[config.mk]
export PLATFORM = sky130hd
export DESIGN_NAME = lpr_cell
export DESIGN_NICKNAME = d
export VERILOG_FILES = /design/src/sv/lpr_pkg.sv /design/src/sv/lpr_cell.sv
export SDC_FILE = /design/constraint.sdc
export NUM_CORES = 1
export LEC_CHECK = 0
export BUFFER_PORTS_ARGS = -buffer_cell sky130_fd_sc_hd__buf_2
export CORE_MARGIN = 1
export CORE_UTILIZATION = 43
export CTS_BUF_LIST = sky130_fd_sc_hd__clkbuf_4 sky130_fd_sc_hd__clkbuf_8 sky130_fd_sc_hd__clkbuf_16
export DETAILED_ROUTE_END_ITERATION = 8
export HOLD_SLACK_MARGIN = 0.05
export PLACE_DENSITY_LB_ADDON = 0.05
export SLEW_MARGIN = 20
export SYNTH_ARGS = -nofsm -noshare
export SYNTH_HDL_FRONTEND = slang
export SYNTH_SLANG_ARGS = --single-unit
[constraint.sdc]
create_clock -name clk -period 1.4 [get_ports clk]
set_clock_uncertainty 0.2 [all_clocks]
set_input_delay 0.42 -clock clk [delete_from_list [all_inputs] [get_ports clk]]
set_output_delay 0.42 -clock clk [all_outputs]
set_load 0.02 [all_outputs]
[src/sv/lpr_pkg.sv]
// Package for the LRU page replacement tracker.
// Holds the request, result, recency-stack entry and cell control types.
// Depends on nothing; every other file uses it.
`timescale 1ns / 1ps

package lpr_pkg;

    localparam int MAX_FRAMES = 64;
    localparam int IDX_W      = $clog2(MAX_FRAMES);
    localparam int OCC_W      = $clog2(MAX_FRAMES + 1);
    localparam int ADDR_W     = 32;
    localparam int PAGE_SHIFT = 12;
    localparam int PAGE_W     = ADDR_W - PAGE_SHIFT;
    localparam int CNT_W      = 32;

    typedef logic [IDX_W-1:0]  idx_t;
    typedef logic [OCC_W-1:0]  occ_t;
    typedef logic [PAGE_W-1:0] page_t;
    typedef logic [CNT_W-1:0]  cnt_t;

    typedef struct packed {
        logic [ADDR_W-1:0] byte_address;
        logic              is_write;
    } request_t;

    typedef struct packed {
        logic  hit;
        logic  evicted;
        logic  evicted_dirty;
        page_t evicted_page;
        cnt_t  event_total;
        cnt_t  disk_read_total;
        cnt_t  disk_write_total;
    } result_t;

    typedef struct packed {
        page_t tag;
        logic  dirty;
    } entry_t;

    typedef struct packed {
        logic  capture;
        page_t page;
        occ_t  occ;
        logic  update;
        idx_t  last;
    } cell_ctrl_t;

endpackage

[src/sv/lpr_cell.sv]
// One cell of the recency stack: holds one resident page and its dirty mark.
// Compares its tag against a new request and shifts in the entry of the cell above it, or the new entry at the top.
// Depends on lpr_pkg.
`timescale 1ns / 1ps

module lpr_cell (
    input  logic               clk,
    input  logic               rst_n,
    input  lpr_pkg::idx_t      idx,
    input  lpr_pkg::cell_ctrl_t ctrl,
    input  lpr_pkg::entry_t    prev,
    output lpr_pkg::entry_t    entry,
    output logic               match
);
    import lpr_pkg::*;

    entry_t entry_reg;
    entry_t entry_next;
    logic   match_reg;
    logic   match_next;
    logic   occupied;

    assign occupied = {1'b0, idx} < ctrl.occ;

    always_comb
    begin
        match_next = match_reg;
        if (ctrl.capture)
        begin
            match_next = occupied && (entry_reg.tag == ctrl.page);
        end
        entry_next = entry_reg;
        if (ctrl.update && (idx <= ctrl.last))
        begin
            entry_next = prev;
        end
    end

    always_ff @(posedge clk or negedge rst_n)
    begin
        if (!rst_n)
        begin
            match_reg <= 1'b0;
            entry_reg <= '0;
        end
        else
        begin
            match_reg <= match_next;
            entry_reg <= entry_next;
        end
    end

    assign entry = entry_reg;
    assign match = match_reg;

endmodule

==> key figures, run 1 <==
Worst setup path
  – Number of cells on the worst reg-to-reg path: 5
  – WP data required: 1.36 ns
  – Arr. time, crit path: 1.79 ns
  – Worst Path Max Fanout: 10
  – Crit end category: register
  – Element type at the critical path start: input port
  – Critical path class: in2reg

Final layout
  – Fraction of layout cells with a size suffix above 1: a little over three fifths
  – P&R area growth vs syn: 99.9%
  – Nets: 458
  – # fillers: about 150
  – Diodes inserted: 0
  – Core Util, Final: ~93%
  – Final non-filler cell total: 432
  – Largest register FFs: 21

Clocking
  – Clock buffer depth: 2
  – Root Buffer: clkbuf_8
  – Worst skew pair latency: between 0.2 and 0.3 ns
  – Clk sinks: 22
  – H-tree Lvls: 1
  – CTS buffer count: 3
  – CTS tree: done
  – Reg clk slew, reported paths: 0.10 ns

Floorplanning
  – Die H: between 60 and 70 µm
  – Core Area: 4140 µm²
  – Initial cell density of the core: 46.3%
  – IO Pins: 86
  – Rows: 23
  – Die area: 4740 µm²
  – Die Wd: roughly 70 µm

Route
  – Wire per inst: 24.5 µm
  – DRC: 0
  – Pre-antenna DRT Iters: 7
  – Vias: 2866
  – Final WL: roughly 11 mm
  – Via density: 6.63
  – Post-route ant nets: 0
  – Detailed Route Iter0 Violations: 413

Timing
  – Worst Max-Slew Pin Slew: 0.443 ns
  – Crit path time final: 1.83 ns
  – Setup TNS: -11.44 ns
  – Worst hold-check slack: 0.154 ns
  – Final-report hold violation count: 0
  – Final setup vio count: 44
  – Final setup margin: -0.429 ns
  – Slew Limit Fails: 0
  – Final critical-path share of the clock period: 131%
  – Max Freq: between 500 and 600 MHz
  – RSZ-0062 raised after global routing: true
  – Slew HR: a little over two thirds

Synthesis
  – Top cells by area, synth: dfrtp_1 29%, a2bb2oi_1 9.6%, o311ai_0 9.1%
  – Sequential-to-total area share from yosys stat: 28.7%
  – Synth Cell Area: between 1500 and 2000 µm²
  – Distinct cells, synth: 29
  – Top cells by count, synth: 23 x nand3_1, 22 x dfrtp_1, 22 x nand2_1, 21 x a2bb2oi_1, 21 x or4_1
  – Post-synth EDFFs: 0
  – Mapped Cells: 216
  – Post-synth top area share: 28.7%
  – Synthesis Warnings: 0
  – Area leader, netlist: dfrtp_1
  – Number of synthesized register bits: 22
  – Primary FF master, synth: dfrtp_1
  – Ys async rst share: 100%
  – Avg Cell Area, Syn: 8.89 µm²
  – Syn Nets: just under 300
  – Count leader, synth: nand3_1

Pwr
  – Worst vdd ir: 0.000801 V
  – Static leakage: ~1.8 nW
  – Power Dens Cells: around 1000 nW/µm²
  – Total power: around 0.0040 W

Job
  – Max-cap violation count: 0

Min path
  – Hold path depth: 2
  – HP Class: in2reg

Global routing
  – Number of global-route vias before repair: 2294
  – First-pass GRT wire length: roughly 11 mm
  – Initial antenna violation count: 0
  – Largest net degree at the start of global routing: 43
  – Global Route Usage Sum: 31.5%
  – GR Overflow Total: 0

Place
  – IO buf count: 85
  – Hpwl dp: roughly 4.1 mm
  – GP Congestion: 0.765
  – Placed cell count: approximately 390

Outcome
  – Failing checks: setup timing
  – Status: complete, but fails checks
cell usage in the layout, fill, tap and decap left out, types with 2 or more instances in the layout:
cell type  Yosys  layout
nand3_2        0       8
buf_6          2      50
clkbuf_16      0       3
a2bb2oi_1     21      18
clkbuf_8       1       4
or4_4          0      10
buf_4          1      61
dfrtp_1       22      22
o311ai_1       1      11
ha_4           0       5
a21o_4         0       2
nand4_1        4       4
buf_12         0       4
nor4_1         5       3
o21a_4         1       4
inv_4          0       2
a2bb2oi_2      0       3
o311ai_4       0       4
inv_2          0       3
buf_2          4      57
o311ai_2       0       6
or4_1         21      11
a21oi_1        4       3
nand3_1       23      14
inv_1         14       8
nand2_1       22      22
buf_8          0       2
ha_1          11       5
xor2_1        20      19
critical path: stages:
cell and delay, ns:
buf_2 0.13, ha_4 0.24, and4_4 0.24, o21a_4 0.20
o311ai_1 0.45, nand3_2 0.11
worst paths after layout:
kind / slack [ns] / start / end
hold / removal: 0.15 / ctrl[34] / match
max in group asynchronous: 0.44 / rst_n / entry[4]
min in group asynchronous: 0.40 / rst_n / entry[18]
hold reg to reg: 0.46 / match / match
setup / recovery: -0.43 / idx[4] / entry[0]
setup reg to reg: -0.39 / entry[12] / match
cell families (layout without fill, tap and decap cells):
group	Yosys count	in the layout	synth area share, %
flops	22	22	28.7
compound gates	49	53	21.9
buf+inv	34	196	9.32
simple gates	80	80	23.8
fa+ha+maj	11	11	7.17
xor+xnor	20	20	9.12
power by group:
group / leakage [nW] / switching, W / internal, W / total [W]
Combinational: 1.51 / 0.00114 / 0.00136 / 0.00249
Sequential: 0.261 / 0.000157 / 0.000788 / 0.000945
Clock: 0.0288 / 0.000265 / 0.000253 / 0.000518
metrics by stage:
stage	instance area, µm²	setup WS, ns
detailed placement	2850	-0.802
CTS	3450	-0.298
finish	3840	-0.429
global placement	2850	-0.780
global route	3840	-0.605
floorplan	2020	-0.490
final cells by class:
cell class,count,area [µm²],area share [%]
Tap cell,50,62.6,1.63
Multi-Input combinational cell,164,1600,41.7
Inverter,14,70.1,1.83
Timing Repair Buffer,178,1500,39.1
Clock buffer,4,55.1,1.43
Sequential cell,22,551,14.3
what timing repair did:
item | in CTS | in global routing
hold buffers | 1 | 0
buffers inserted | 20 | 8
cloned | 5 | 7
endpoints found under the hold margin | 22 | 0
gates resized for setup | 86 | 45
endpoints found under the setup margin | 44 | 44
pin swaps | 7 | 19
routing by layer:
layer / wire, µm / vias up / share of wire [%] / track usage, %
met1: 3490 / 1309 / 33 / 39.8
met5: 0 / - / 0 / 0
met3: 1340 / 95 / 13 / 3.95
met4: 742 / 0 / 7.0 / 8.93
li1: - / 1176 / - / -
met2: 5040 / 286 / 47 / 56.0
Power figures use the tool's default switching activity.
==> inputs of run 2 (changes only) <==
CTS_CLUSTER_SIZE = 40   (was default)
REMOVE_ABC_BUFFERS = 1   (was default)
==> run 2 against run 1 <==
Setup slack worse by 0.10 ns. Cell count shrank 2.5%. Register-to-register slack lost 0.04 ns. Worst hold slack improved by 0.039 ns. Core utilization down 2.6 points. Die area did not move. Cell area is 2.8% lower. Sequential power about the same. Routed wire length down 6.3%. Highest routed layer unchanged. Critical path type unchanged. The flow still finishes with violations (setup timing).
==> key figures, run 2 (synthesis results as in run 1) <==
Outcome
  – Status: complete, but fails checks (unchanged)
  – Failing checks: setup timing (unchanged)

Place
  – IO buf count: 85 (unchanged)
  – Hpwl dp: 3.90 mm (was 4.08 mm)
  – GP Congestion: 0.811 (was 0.765)

Floorplanning
  – Initial cell density of the core: 46.3% (unchanged)
  – Die H: 68.8 µm (unchanged)
  – IO Pins: 86 (unchanged)
  – Die area: 4740 µm² (unchanged)
  – Die Wd: 68.8 µm (unchanged)
  – Rows: 23 (unchanged)
  – Core Area: 4140 µm² (unchanged)

Route
  – Pre-antenna DRT Iters: 5 (was 7)
  – Post-route ant nets: 0 (unchanged)
  – Via density: 6.68 (was 6.63)
  – Wire per inst: 23.6 µm (was 24.5 µm)
  – Detailed Route Iter0 Violations: 381 (was 413)
  – Vias: 2813 (was 2866)
  – Final WL: 9.94 mm (was 10.6 mm)
  – DRC: 0 (unchanged)

Clocking
  – Root Buffer: clkbuf_8 (unchanged)
  – H-tree Lvls: 1 (unchanged)
  – Clk sinks: 22 (unchanged)
  – Clock buffer depth: 2 (unchanged)
  – Reg clk slew, reported paths: 0.11 ns (was 0.10 ns)
  – CTS buffer count: 3 (unchanged)
  – Worst skew pair latency: 0.29 ns (about the same)
  – CTS tree: done (unchanged)

Timing
  – Max Freq: 518 MHz (was 547 MHz)
  – Final-report hold violation count: 0 (unchanged)
  – Setup TNS: -12.46 ns (was -11.44 ns)
  – Worst Max-Slew Pin Slew: 0.420 ns (was 0.443 ns)
  – Slew HR: 71.7% (was 70.0%)
  – Final setup margin: -0.529 ns (was -0.429 ns)
  – Crit path time final: 1.93 ns (was 1.83 ns)
  – Final critical-path share of the clock period: 138% (was 131%)
  – Final setup vio count: 44 (unchanged)
  – RSZ-0062 raised after global routing: true (unchanged)
  – Slew Limit Fails: 0 (unchanged)

Worst setup path
  – Critical path class: in2reg (unchanged)
  – Reg2reg start: entry[19] (was entry[12])
  – Element type at the critical path start: input port (unchanged)
  – Crit end category: register (unchanged)
  – Worst Path Max Fanout: 10 (unchanged)
  – WP data required: 1.34 ns (was 1.36 ns)
  – Number of cells on the worst reg-to-reg path: 5 (unchanged)
  – Worst r2r dst: match (unchanged)
  – Arr. time, crit path: 1.87 ns (was 1.79 ns)
  – R2R Setup Slk: -0.43 ns (was -0.39 ns)

Final layout
  – Nets: 447 (was 458)
  – Largest register FFs: 21 (unchanged)
  – Diodes inserted: 0 (unchanged)
  – Fraction of layout cells with a size suffix above 1: 61.5% (was 62.6%)
  – Commonest cells after routing, fill and taps aside: 61 x buf_2, 53 x buf_4, 41 x buf_6 (was 61 x buf_4, 57 x buf_2, 50 x buf_6)
  – P&R area growth vs syn: 94.3% (was 99.9%)
  – Most common cell after layout, fill and taps aside: buf_2 (was buf_4)

Min path
  – Worst hold path endpoint: match (unchanged)
  – HP Class: in2reg (unchanged)
  – Hold Crit Start: ctrl[34] (unchanged)
  – Hold path depth: 2 (unchanged)

Global routing
  – Initial antenna violation count: 0 (unchanged)
  – Number of global-route vias before repair: 2358 (was 2294)
  – GR Overflow Total: 0 (unchanged)
  – Global Route Usage Sum: 32.3% (was 31.5%)
  – First-pass GRT wire length: 11.2 mm (was 11.0 mm)
  – Largest net degree at the start of global routing: 43 (unchanged)

Job
  – Max-cap violation count: 0 (unchanged)

Pwr
  – Total power: 0.00396 W (about the same)
  – Power Dens Cells: 1060 nW/µm² (was 1030 nW/µm²)
  – Static leakage: 1.74 nW (was 1.80 nW)
  – Worst vdd ir: 0.00121 V (was 0.000801 V)
## run 2: cell type report
class | count | area [µm²]
fill | 183 | 412
timing repair buffer | 166 | 1400
clock inverter | 1 | 30.0
sequential | 22 | 551
tap | 50 | 62.6
clock buffer | 3 | 41.3
inverter | 14 | 55.1
multi-input combinational | 165 | 1590
## run 2: power breakdown
part,switching [W],internal (W),total (W),leakage (nW)
clock network,0.000258,0.000384,0.000642,0.0357
logic,0.00108,0.00130,0.00238,1.45
registers,0.000155,0.000788,0.000943,0.261
total,0.00149,0.00247,0.00396,1.74
## run 2: worst max path at each step
stage	startpoint	to	cells after the start
floorplan	ctrl[5]	entry[0]	6
global placement	idx[5]	entry[17]	6
detailed placement	idx[5]	entry[19]	6
CTS	ctrl[5]	entry[6]	7
global route	ctrl[4]	entry[4]	8
finish	ctrl[4]	entry[4]	8
## run 2: layer usage
layer / vias to the layer above / track usage, % / wire length (µm)
met1: 1295 / 40.6 / 3470
met3: 84 / 5.59 / 1140
met5: - / 0 / 0
li1: 1158 / - / -
met2: 276 / 54.8 / 4700
met4: 0 / 12.8 / 627
## run 2: metrics by stage
step / worst slack, ns / cell area, µm² / hold slack [ns] / util (%) / instances
2_1_floorplan: -0.969 / 1790 / -0.0756 / - / 196
3_3_place_gp: -0.787 / 2730 / 0.221 / 65.9 / 384
3_5_place_dp: -0.848 / 2730 / 0.221 / 65.9 / 384
4_1_cts: -0.353 / 3450 / 0.166 / 83.3 / 414
5_1_grt: -0.543 / 3730 / 0.255 / 90.1 / 421
6_report: -0.529 / 3730 / 0.193 / 90.1 / 421
## run 2: worst max-delay path, cell delays in order
cell and delay, ns:
buf_2 0.10, inv_2 0.04, ha_4 0.26, and4_4 0.32, nand3_4 0.18, clkbuf_16 0.23
o311ai_1 0.12, nand3_1 0.19
## run 2: what timing repair did
item | 4_1_cts | 5_1_grt
gates resized for setup | 111 | 37
gates cloned | 7 | 3
pin swaps | 44 | 4
hold buffers | 1 | 0
buffers inserted | 18 | 4
hold endpoints to repair | 22 | 0
endpoints found under the setup margin | 44 | 44
